**config.mk**
```make
export PLATFORM = sky130hd
export DESIGN_NAME = tdma_beacon_frame_classifier
export DESIGN_NICKNAME = d
export VERILOG_FILES = /design/src/rtl/bfc_pkg.sv /design/src/rtl/bfc_frame_track.sv /design/src/rtl/bfc_verdict.sv /design/src/rtl/tdma_beacon_frame_classifier.sv
export SDC_FILE = /design/constraint.sdc
export NUM_CORES = 1
export LEC_CHECK = 0
export ABC_AREA = 1
export CORE_UTILIZATION = 49
export DETAILED_ROUTE_END_ITERATION = 10
export DONT_BUFFER_PORTS = 1
export GPL_TIMING_DRIVEN = 0
export SYNTH_ARGS = -nofsm -noshare
export SYNTH_HDL_FRONTEND = slang
export SYNTH_SLANG_ARGS = --single-unit
```
**constraint.sdc**
```tcl
create_clock -name clk -period 4.75 [get_ports clk]
set_clock_uncertainty 0.2 [all_clocks]
set_input_delay 0.7125 -clock clk [delete_from_list [all_inputs] [get_ports clk]]
set_output_delay 0.7125 -clock clk [all_outputs]
set_load 0.02 [all_outputs]
```
**src/rtl/bfc_pkg.sv**
```systemverilog
// Shared types, constants and the CRC byte function of the beacon frame classifier.
package bfc_pkg;

  localparam int unsigned IDX_W               = 8;
  localparam int unsigned DEF_MAX_FRAME_BYTES = 127;
  localparam int unsigned MIN_FRAME_BYTES     = 13;

  localparam logic [15:0] BROADCAST_ADDR = 16'hFFFF;
  localparam logic [15:0] CRC_TAPS       = 16'h8408;

  localparam logic [IDX_W-1:0] OFS_TYPE    = 8'd1;
  localparam logic [IDX_W-1:0] OFS_DEST_LO = 8'd5;
  localparam logic [IDX_W-1:0] OFS_DEST_HI = 8'd6;
  localparam logic [IDX_W-1:0] OFS_SLOT    = 8'd11;
  localparam logic [IDX_W-1:0] OFS_TIME_B0 = 8'd14;
  localparam logic [IDX_W-1:0] OFS_TIME_B1 = 8'd15;
  localparam logic [IDX_W-1:0] OFS_TIME_B2 = 8'd16;
  localparam logic [IDX_W-1:0] OFS_TIME_B3 = 8'd17;

  localparam logic [2:0] V_SHORT         = 3'd0;
  localparam logic [2:0] V_CRC_ERROR     = 3'd1;
  localparam logic [2:0] V_NOT_ADDRESSED = 3'd2;
  localparam logic [2:0] V_JOIN_REQUEST  = 3'd3;
  localparam logic [2:0] V_SEND_MESSAGE  = 3'd4;
  localparam logic [2:0] V_SLOT_ASSIGNED = 3'd5;
  localparam logic [2:0] V_NO_ACTION     = 3'd6;

  localparam int unsigned CFG_W      = 2;
  localparam int unsigned CFG_DATA_W = 16;

  localparam logic [CFG_W-1:0] CFG_OWN_ADDRESS = 2'd0;
  localparam logic [CFG_W-1:0] CFG_BEACON_TYPE = 2'd1;
  localparam logic [CFG_W-1:0] CFG_ASSOC_TYPE  = 2'd2;

  localparam logic [15:0] RST_OWN_ADDRESS = 16'h0000;
  localparam logic [7:0]  RST_BEACON_TYPE = 8'h01;
  localparam logic [7:0]  RST_ASSOC_TYPE  = 8'h02;

  typedef struct packed {
    logic [7:0] data_byte;
    logic       frame_end;
    logic       message_waiting;
  } in_beat_t;

  typedef struct packed {
    logic [2:0]         verdict;
    logic signed [31:0] send_time_ms;
    logic [7:0]         slot_number;
    logic               is_assigned;
    logic [31:0]        frames_counted;
    logic [31:0]        crc_errors;
  } out_beat_t;

  typedef struct packed {
    logic        crc_ok;
    logic        long_enough;
    logic [15:0] dest;
    logic [7:0]  type_code;
    logic [7:0]  slot;
    logic [31:0] beacon_time;
  } frame_info_t;

  function automatic logic [15:0] crc_byte(input logic [15:0] crc, input logic [7:0] b);
    logic [15:0] c;
    logic        fb;
    c = crc;
    for (int k = 0; k < 8; k++) begin
      fb = b[k] ^ c[0];
      c  = c >> 1;
      if (fb) begin
        c = c ^ CRC_TAPS;
      end
    end
    return c;
  endfunction

endpackage

```
**src/rtl/bfc_frame_track.sv**
```systemverilog
// Per-frame byte tracking: CRC, byte position and captured header fields.
module bfc_frame_track
  import bfc_pkg::*;
#(
  parameter int unsigned MAX_FRAME_BYTES = DEF_MAX_FRAME_BYTES
) (
  input  logic        clk,
  input  logic        rst_n,
  input  logic        adv,
  input  in_beat_t    beat,
  output frame_info_t info
);

  logic [15:0]      crc_r, crc_nxt, crc_base;
  logic [IDX_W-1:0] idx_r, idx_nxt, idx_inc;
  logic [15:0]      dest_r, dest_nxt;
  logic [7:0]       type_r, type_nxt;
  logic [7:0]       slot_r, slot_nxt;
  logic [31:0]      btime_r, btime_nxt;
  logic             first;

  always_comb begin
    first     = (idx_r == '0);
    crc_base  = first ? 16'h0000 : crc_r;
    dest_nxt  = first ? 16'h0000 : dest_r;
    type_nxt  = first ? 8'h00 : type_r;
    slot_nxt  = first ? 8'h00 : slot_r;
    btime_nxt = first ? 32'h0 : btime_r;

    if (idx_r == OFS_TYPE) begin
      type_nxt = beat.data_byte;
    end
    if (idx_r == OFS_DEST_LO) begin
      dest_nxt[7:0] = beat.data_byte;
    end
    if (idx_r == OFS_DEST_HI) begin
      dest_nxt[15:8] = beat.data_byte;
    end
    if (idx_r == OFS_SLOT) begin
      slot_nxt = beat.data_byte;
    end
    if (idx_r == OFS_TIME_B0) begin
      btime_nxt[7:0] = beat.data_byte;
    end
    if (idx_r == OFS_TIME_B1) begin
      btime_nxt[15:8] = beat.data_byte;
    end
    if (idx_r == OFS_TIME_B2) begin
      btime_nxt[23:16] = beat.data_byte;
    end
    if (idx_r == OFS_TIME_B3) begin
      btime_nxt[31:24] = beat.data_byte;
    end

    crc_nxt = crc_byte(crc_base, beat.data_byte);
    idx_inc = (idx_r < IDX_W'(MAX_FRAME_BYTES)) ? idx_r + 1'b1 : idx_r;
    idx_nxt = beat.frame_end ? '0 : idx_inc;

    info.crc_ok      = (crc_nxt == 16'h0000);
    info.long_enough = (idx_inc >= IDX_W'(MIN_FRAME_BYTES));
    info.dest        = dest_nxt;
    info.type_code   = type_nxt;
    info.slot        = slot_nxt;
    info.beacon_time = btime_nxt;
  end

  always_ff @(posedge clk) begin
    if (!rst_n) begin
      crc_r   <= '0;
      idx_r   <= '0;
      dest_r  <= '0;
      type_r  <= '0;
      slot_r  <= '0;
      btime_r <= '0;
    end else if (adv) begin
      crc_r   <= crc_nxt;
      idx_r   <= idx_nxt;
      dest_r  <= dest_nxt;
      type_r  <= type_nxt;
      slot_r  <= slot_nxt;
      btime_r <= btime_nxt;
    end
  end

endmodule

```
**src/rtl/bfc_verdict.sv**
```systemverilog
// Frame verdict, slot assignment and frame and error counters.
module bfc_verdict
  import bfc_pkg::*;
(
  input  logic        clk,
  input  logic        rst_n,
  input  logic        fire,
  input  frame_info_t info,
  input  logic        message_waiting,
  input  logic [15:0] own_address,
  input  logic [7:0]  beacon_type_code,
  input  logic [7:0]  assoc_type_code,
  output out_beat_t   result
);

  logic        assigned_r, assigned_nxt;
  logic [7:0]  slot_r, slot_nxt;
  logic [31:0] frames_r, frames_nxt;
  logic [31:0] errors_r, errors_nxt;
  logic [2:0]  verdict;
  logic [31:0] send_time;

  always_comb begin
    assigned_nxt = assigned_r;
    slot_nxt     = slot_r;
    frames_nxt   = frames_r;
    errors_nxt   = errors_r;
    send_time    = 32'h0;
    verdict      = V_NO_ACTION;

    priority if (!info.long_enough) begin
      verdict = V_SHORT;
    end else begin
      frames_nxt = frames_r + 32'd1;
      priority if (!info.crc_ok) begin
        errors_nxt = errors_r + 32'd1;
        verdict    = V_CRC_ERROR;
      end else if (info.dest != BROADCAST_ADDR && info.dest != own_address) begin
        verdict = V_NOT_ADDRESSED;
      end else if (info.type_code == beacon_type_code) begin
        priority if (!assigned_r) begin
          verdict = V_JOIN_REQUEST;
        end else if (message_waiting) begin
          verdict   = V_SEND_MESSAGE;
          send_time = info.beacon_time + {24'h0, slot_r};
        end else begin
          verdict = V_NO_ACTION;
        end
      end else if (info.type_code == assoc_type_code) begin
        if (!assigned_r) begin
          slot_nxt     = info.slot;
          assigned_nxt = 1'b1;
          verdict      = V_SLOT_ASSIGNED;
        end else begin
          verdict = V_NO_ACTION;
        end
      end else begin
        verdict = V_NO_ACTION;
      end
    end

    result.verdict        = verdict;
    result.send_time_ms   = $signed(send_time);
    result.slot_number    = slot_nxt;
    result.is_assigned    = assigned_nxt;
    result.frames_counted = frames_nxt;
    result.crc_errors     = errors_nxt;
  end

  always_ff @(posedge clk) begin
    if (!rst_n) begin
      assigned_r <= 1'b0;
      slot_r     <= '0;
      frames_r   <= '0;
      errors_r   <= '0;
    end else if (fire) begin
      assigned_r <= assigned_nxt;
      slot_r     <= slot_nxt;
      frames_r   <= frames_nxt;
      errors_r   <= errors_nxt;
    end
  end

endmodule

```
**src/rtl/tdma_beacon_frame_classifier.sv**
```systemverilog
// Beacon frame classifier top level: input register, frame logic and result register.
// Takes one received frame byte per beat and returns one verdict beat for each byte
// marked as frame end, at one byte per clock cycle while the input side is not stalled.
// A verdict is computed from the last byte in the input register and captured in the
// result register; the rate is set by the byte-wide CRC-16 update and the decision
// logic between the two registers. The input side stalls only while a finished verdict
// waits on out_ready and a further frame-end byte is queued behind it. Configuration
// writes take effect on the next cycle and are meant for when no frame is in progress.
module tdma_beacon_frame_classifier
  import bfc_pkg::*;
#(
  parameter int unsigned MAX_FRAME_BYTES = DEF_MAX_FRAME_BYTES
) (
  input  logic                  clk,
  input  logic                  rst_n,
  input  logic                  cfg_we,
  input  logic [CFG_W-1:0]      cfg_index,
  input  logic [CFG_DATA_W-1:0] cfg_wdata,
  input  logic                  in_valid,
  output logic                  in_ready,
  input  in_beat_t              in_data,
  output logic                  out_valid,
  input  logic                  out_ready,
  output out_beat_t             out_data
);

  logic [15:0] own_addr_r;
  logic [7:0]  beacon_type_r;
  logic [7:0]  assoc_type_r;

  logic        s1_valid_r, s1_valid_nxt;
  in_beat_t    s1_data_r;
  logic        s1_adv, fire, out_free, in_acc;
  logic        out_valid_r, out_valid_nxt;
  out_beat_t   out_data_r;

  frame_info_t info;
  out_beat_t   result;

  always_ff @(posedge clk) begin
    if (!rst_n) begin
      own_addr_r    <= RST_OWN_ADDRESS;
      beacon_type_r <= RST_BEACON_TYPE;
      assoc_type_r  <= RST_ASSOC_TYPE;
    end else if (cfg_we) begin
      case (cfg_index)
        CFG_OWN_ADDRESS: own_addr_r    <= cfg_wdata[15:0];
        CFG_BEACON_TYPE: beacon_type_r <= cfg_wdata[7:0];
        CFG_ASSOC_TYPE:  assoc_type_r  <= cfg_wdata[7:0];
        default: begin
        end
      endcase
    end
  end

  always_comb begin
    out_free      = !out_valid_r || out_ready;
    s1_adv        = s1_valid_r && (!s1_data_r.frame_end || out_free);
    fire          = s1_adv && s1_data_r.frame_end;
    in_ready      = !s1_valid_r || s1_adv;
    in_acc        = in_valid && in_ready;
    s1_valid_nxt  = in_acc ? 1'b1 : (s1_adv ? 1'b0 : s1_valid_r);
    out_valid_nxt = fire ? 1'b1 : (out_ready ? 1'b0 : out_valid_r);
  end

  always_ff @(posedge clk) begin
    if (!rst_n) begin
      s1_valid_r  <= 1'b0;
      out_valid_r <= 1'b0;
    end else begin
      s1_valid_r  <= s1_valid_nxt;
      out_valid_r <= out_valid_nxt;
    end
  end

  always_ff @(posedge clk) begin
    if (in_acc) begin
      s1_data_r <= in_data;
    end
    if (fire) begin
      out_data_r <= result;
    end
  end

  bfc_frame_track #(
    .MAX_FRAME_BYTES(MAX_FRAME_BYTES)
  ) u_track (
    .clk  (clk),
    .rst_n(rst_n),
    .adv  (s1_adv),
    .beat (s1_data_r),
    .info (info)
  );

  bfc_verdict u_verdict (
    .clk             (clk),
    .rst_n           (rst_n),
    .fire            (fire),
    .info            (info),
    .message_waiting (s1_data_r.message_waiting),
    .own_address     (own_addr_r),
    .beacon_type_code(beacon_type_r),
    .assoc_type_code (assoc_type_r),
    .result          (result)
  );

  assign out_valid = out_valid_r;
  assign out_data  = out_data_r;

endmodule

```
==> results of run 1 <==
sequential cells by signal, indices dropped and copies added (netlist names), 8 cells and up:
register,cells
out_data,108
u_track.btime_r,32
u_verdict.errors_r,32
u_verdict.frames_r,32
own_addr_r,16
u_track.crc_r,16
u_track.dest_r,16
s1_data_r,10
assoc_type_r,8
beacon_type_r,8
u_track.idx_r,8
u_track.slot_r,8
u_track.type_r,8
u_verdict.slot_r,8
through the flow:
step	power, mW	setup TNS [ps]	hold slack (ps)	instances
final	6.24	0	61.4	2682
after global placement	3.37	-57930	246	2620
after global routing	6.44	0	41.4	2682
after CTS	6.29	0	43.6	2682
after detailed placement	3.37	-1720	250	2621
after floorplan	3.24	0	236	2178
routing by layer:
metal	GRT usage [%]	share of wire (%)	vias up
met1	33.3	44	6595
met3	3.96	4.6	90
li1	-	-	7111
met4	10.2	3.4	0
met5	0	0	-
met2	45.4	48	349
Yosys cell counts, types with 4 or more instances:
cell type | count | area, µm²
o21ai_1 | 15 | 75.1
nand2_2 | 13 | 81.3
clkbuf_1 | 57 | 214
dfxtp_1 | 195 | 3900
nand3b_1 | 16 | 120
buf_1 | 5 | 18.8
nor4_1 | 20 | 125
ha_1 | 14 | 175
buf_2 | 12 | 60.1
nand3_2 | 8 | 80.1
xor2_1 | 59 | 517
edfxtp_1 | 118 | 3540
nand2_1 | 574 | 2150
and2_1 | 12 | 75.1
nand3_1 | 115 | 576
o21ai_0 | 197 | 986
nor2_2 | 7 | 43.8
inv_2 | 14 | 52.6
a31oi_1 | 8 | 50.1
o21ai_2 | 4 | 35.0
o211ai_1 | 26 | 195
a21oi_1 | 75 | 375
nor3_1 | 31 | 155
nor2_1 | 207 | 777
inv_1 | 292 | 1100
nand4_1 | 34 | 213
xnor2_1 | 6 | 52.6
report_power, final:
group / leakage, nW / total (mW) / switching (mW) / internal (mW)
clock network: 0.611 / 2.92 / 1.10 / 1.82
registers: 2.73 / 2.94 / 0.0763 / 2.86
logic: 4.39 / 0.381 / 0.276 / 0.105
layout make-up:
cell class | instances | area, µm²
fill | 3180 | 14500
multi-input combinational | 1472 | 7180
sequential | 313 | 7450
timing repair buffer | 1 | 27.5
clock inverter | 12 | 181
inverter | 309 | 1160
tap | 442 | 553
clock buffer | 51 | 1060
buffer | 82 | 398
placed cells by master, fill, tap and decap left out, types with 4 or more instances in the layout:
cell       synthesis  final
and2_1            12     12
o211ai_1          26     26
buf_1              5      4
o21ai_1           15     15
nand2_2           13     13
nand3b_1          16     16
clkbuf_16          0     38
a21oi_1           75     75
o21ai_0          197    197
xnor2_1            6      6
clkbuf_8           0      6
nand2_1          574    574
nor4_1            20     20
ha_1              14     14
nand3_1          115    115
dfxtp_1          195    195
bufinv_16          0      5
nor2_4             3      4
nand4_1           34     34
nor2_1           207    207
nor2_2             7      6
o21ai_2            4      4
xor2_1            59     59
edfxtp_1         118    118
inv_2             14     14
nor3_1            31     31
nand3_2            8      8
inv_1            292    291
a31oi_1            8      8
clkinv_1           3      6
clkbuf_1          57     64
clkinv_2           0      4
buf_2             12     11
worst max-delay path: stages, from the launching register on:
cell and delay (ps):
dfxtp_1 450, inv_1 100, ha_1 210, nand2_1 130, inv_1 90, nand2_4 80, buf_8 140, buf_12 150
buf_12 150, buf_6 250, nand3_1 100, o21ai_0 150, ha_1 280, fa_1 230, nand3_1 80, nand2_1 110
a21oi_1 100, o21a_1 210, inv_1 90, nand2_2 90, nor2_2 140, nand2_1 140, nor2_4 170, nand2_2 90
nor4_1 170, nor2_1 80
kinds of logic after synthesis:
family | count (synthesis)
simple gates | 1055
buf+inv | 393
compound gates | 337
flops | 313
xor+xnor | 65
fa+ha+maj | 15
final timing paths:
| path | endpoint | slack [ps] | cells past startpoint |
|---|---|---|---|
| setup / recovery | out_data[103] | 310 | 25 |
| hold / removal | s1_data_r[3] | 60 | 0 |
| setup reg to reg | out_data[103] | 310 | 25 |
| hold reg to reg | assoc_type_r[5] | 260 | 2 |
what timing repair did:
item                                    4_1_cts  5_1_grt
endpoints found under the setup margin       10        2
pin swaps                                     0        0
gates resized for setup                       0        1
==> results_dict.tcl, run 1 <==
set metrics [dict create \
    synth-adder-area-share_pct 1.21 \
    synth-seq-area-share_pct 46.0 \
    yosys_warnings 0 \
    pin_count 143 \
    vias 14100 \
    slew_headroom_pct 36.3 \
    ir_drop_mv 0.231 \
    placed_cell_area_mm2 0.0168 \
    start_kind "register" \
    drive_gt1_share_pct 6.16 \
    insertion_delay_ps 540 \
    grt_pass1_vias 13200 \
    p_leak_nw 7.73 \
    synth_fp_nets 2226 \
    ys_seq_elements 313 \
    dp_hpwl_mm 32.3 \
    setup_slack_ps 306 \
    globalplace.congestion 0.915 \
    cts_hold_buf 0 \
    design_area_mm2 0.0180 \
    start_util_pct 49.8 \
    worstMarginPinSlew_ps 952 \
    cts_buffers 36 \
    worst_ep_arrival_time_ps 4540 \
    grt_pass1_wl_mm 69.6 \
    fmax_ghz 0.225 \
    synth_top_family_by_area "simple AND/OR/NAND/NOR gates" \
    syn-cell-area_mm2 0.0162 \
    overflow 0 \
    design.core.area_mm2 0.0325 \
    avgSynthCellArea_um2 7.43 \
    clkSlewWorstSetupHoldPaths_ps 60 \
    clk_path_buf_depth 3 \
    drt-total-wl_mm 44.5 \
    cts_tree "done" \
    dieArea_mm2 0.0338 \
    crit_path_max_fanout 28 \
    post_drt_wl_per_cell_um 16.6 \
    r2r_start "u_track.idx_r[0]" \
    synth-xor-area-share_pct 3.52 \
    antenna-diode-count 0 \
    cp-startpoint "u_track.idx_r[0]" \
    cts_sinks 313 \
    fp.dieH_um 184 \
    hold_start "in_data[3]" \
    root_buffer "clkbuf_16" \
    period_needed_ps 4440 \
    area_growth_pct 11.2 \
    post_cts_buffers 0 \
    die_width_um 184 \
    finalSetupViolCount 0 \
    yosys.area_share.simple_pct 28.4 \
    cap_violations 0 \
    hold_class "in -> reg" \
    ant_nets 0 \
    finalCritPeriodShare_pct 93.6 \
    async_flop_share_pct 0 \
    portBuffers 0 \
    groute.usage.overall_pct 26.4 \
    drt_iter0_markers 980 \
    place_ws_ps -278 \
    synth_edf_count 118 \
    synth.mux.area_fraction_pct 0 \
    rsz0062_at_grt "false" \
    drc 0 \
    end_kind "register" \
    ys_types 51 \
    vias_per_cell 5.27 \
    setup.worst_path.class "reg -> reg" \
    slew_violations 0 \
    cellPowerDensity_mw_per_mm2 347 \
    synthCells 2178 \
    fin_nets 2263 \
    hold_viol 0 \
    antenna_found_initial 0 \
    num_rows 66 \
    htree_levels 2 \
    cp.required_ps 4840 \
    synth_ff_type "dfxtp_1" \
    fin_util_pct 55.3 \
    status "finished, final reports clean" \
    grt_max_degree 65 \
    synth_compound_area_share_pct 11.2 \
    dr.pass1.iters 5 \
]
No activity file was read; power rests on OpenSTA's default activity.
==> run 2: changes to the inputs <==
Settings changed: PLACE_DENSITY set to 0.63.
==> results_dict.tcl, run 2 (synthesis results as in run 1) <==
set metrics [dict create \
    total_power_mw 6.02 \
    combPwrFrac_pct 6.3 \
    cp-startpoint "u_track.idx_r[0]" \
    slew_violations 0 \
    vias 14200 \
    slew_headroom_pct 45.4 \
    rsz0062_at_grt "false" \
    regToRegSetupSlack_ps 510 \
    drive_gt1_share_pct 6.12 \
    grt_max_degree 58 \
    cts_buffers 35 \
    fp.dieH_um 184 \
    mostFrequentLayoutCell "nand2_1" \
    overflow 0 \
    hold_viol 0 \
    area_growth_pct 10.5 \
    htree_levels 2 \
    design.core.area_mm2 0.0325 \
    start_util_pct 49.8 \
    antenna-diode-count 0 \
    ant_nets 0 \
    dr.pass1.iters 6 \
    portBuffers 0 \
    finalCritPeriodShare_pct 89.2 \
    fin_nets 2261 \
    worst_ep_arrival_time_ps 4300 \
    setup-tns-final_ps 0 \
    setup.worst_path.class "reg -> reg" \
    end_kind "register" \
    swShare_pct 24.0 \
    p_leak_nw 7.68 \
    cts_tree "done" \
    status "finished, final reports clean" \
    grt_pass1_vias 13200 \
    hold_class "in -> reg" \
    switchingPower_mw 1.45 \
    cts_hold_buf 0 \
    pin_count 143 \
    power_frac_seq_pct 48.8 \
    largest_reg_flops 108 \
    nFillCells 3115 \
    drc 0 \
    drt-total-wl_mm 44.0 \
    cellPowerDensity_mw_per_mm2 336 \
    finalSetupViolCount 0 \
    cts_sinks 313 \
    period_needed_ps 4240 \
    clock_power_share_pct 44.9 \
    vias_per_cell 5.32 \
    dp_hpwl_mm 32.0 \
    ir_drop_mv 0.222 \
    crit_path_max_fanout 37 \
    post_drt_wl_per_cell_um 16.4 \
    p_int_mw 4.57 \
    final_cells 2679 \
    post_cts_buffers 0 \
    r2r_start "u_track.idx_r[0]" \
    drt_iter0_markers 1098 \
    timing.hold.ws_ps 100 \
    clkSlewWorstSetupHoldPaths_ps 60 \
    clk_path_buf_depth 3 \
    worstMarginPinSlew_ps 819 \
    die_width_um 184 \
    cp.required_ps 4810 \
    dpl.cell_count 2621 \
    grt_pass1_wl_mm 69.4 \
    insertion_delay_ps 520 \
    fmax_ghz 0.236 \
    globalplace.congestion 0.920 \
    r2r-end "out_data[103]" \
    cp-endpoint "out_data[103]" \
    reg2reg_depth 24 \
    root_buffer "clkbuf_16" \
    groute.usage.overall_pct 26.1 \
    num_rows 66 \
    cts_resized 0 \
    cap_violations 0 \
    start_kind "register" \
    final_cell_mix "574 x nand2_1, 291 x inv_1, 207 x nor2_1" \
    antenna_found_initial 0 \
    dieArea_mm2 0.0338 \
]
-- run 2: how the worst min path moves through the flow --
stage,from,endpoint,cells after the start
floorplan,assoc_type_r[4],assoc_type_r[4],2
global placement,assoc_type_r[6],assoc_type_r[6],2
detailed placement,assoc_type_r[0],assoc_type_r[0],2
CTS,in_data[8],s1_data_r[8],0
global route,in_data[2],s1_data_r[2],0
finish,in_data[8],s1_data_r[8],0
-- run 2: per-layer routing --
| layer | wire (µm) | global-route usage (%) | up-vias |
|---|---|---|---|
| li1 | - | - | 7105 |
| met4 | 1300 | 8.93 | 0 |
| met1 | 19300 | 33.2 | 6664 |
| met2 | 21200 | 45.3 | 387 |
| met3 | 2230 | 3.39 | 86 |
| met5 | 0 | 0 | - |
-- run 2: area by class of cell --
class	count	area, µm²	area share (%)
multi-input combinational	1472	7170	40.1
tap	442	553	3.09
buffer	81	387	2.16
clock buffer	47	1010	5.66
timing repair buffer	1	27.5	0.154
sequential	313	7450	41.6
clock inverter	14	128	0.713
inverter	309	1160	6.50
-- run 2: per-stage QoR --
step | utilization [%] | instance area (µm²) | setup slack, ps
3_3_place_gp | 51.4 | 16700 | -559
6_report | 55.0 | 17900 | 511
4_1_cts | 55.0 | 17900 | 57.8
5_1_grt | 55.0 | 17900 | 151
3_5_place_dp | 51.5 | 16800 | -243
2_1_floorplan | - | 16200 | 621
-- run 2: power groups by stage --
stage	Clock, mW	Combinational (mW)	Sequential (mW)
floorplan	0	0.263	2.98
CTS	2.76	0.378	2.94
finish	2.70	0.378	2.94
global placement	0	0.367	3.00
global route	2.86	0.422	2.94
detailed placement	0	0.376	2.99
-- run 2: critical path: stages (launching register included) --
cell	delay (ps)
dfxtp_1	450
inv_1	100
ha_1	200
nand2_1	120
inv_1	90
nand2_4	90
buf_8	140
buf_12	140
buf_12	230
nand3_1	100
o21ai_0	130
ha_1	230
fa_1	210
nand3_1	80
nand2_1	120
a21oi_1	110
o21a_1	220
inv_1	100
nand2_2	90
nor2_2	130
nand2_1	120
nor2_2	210
nand2_2	110
nor4_1	180
nor2_1	80
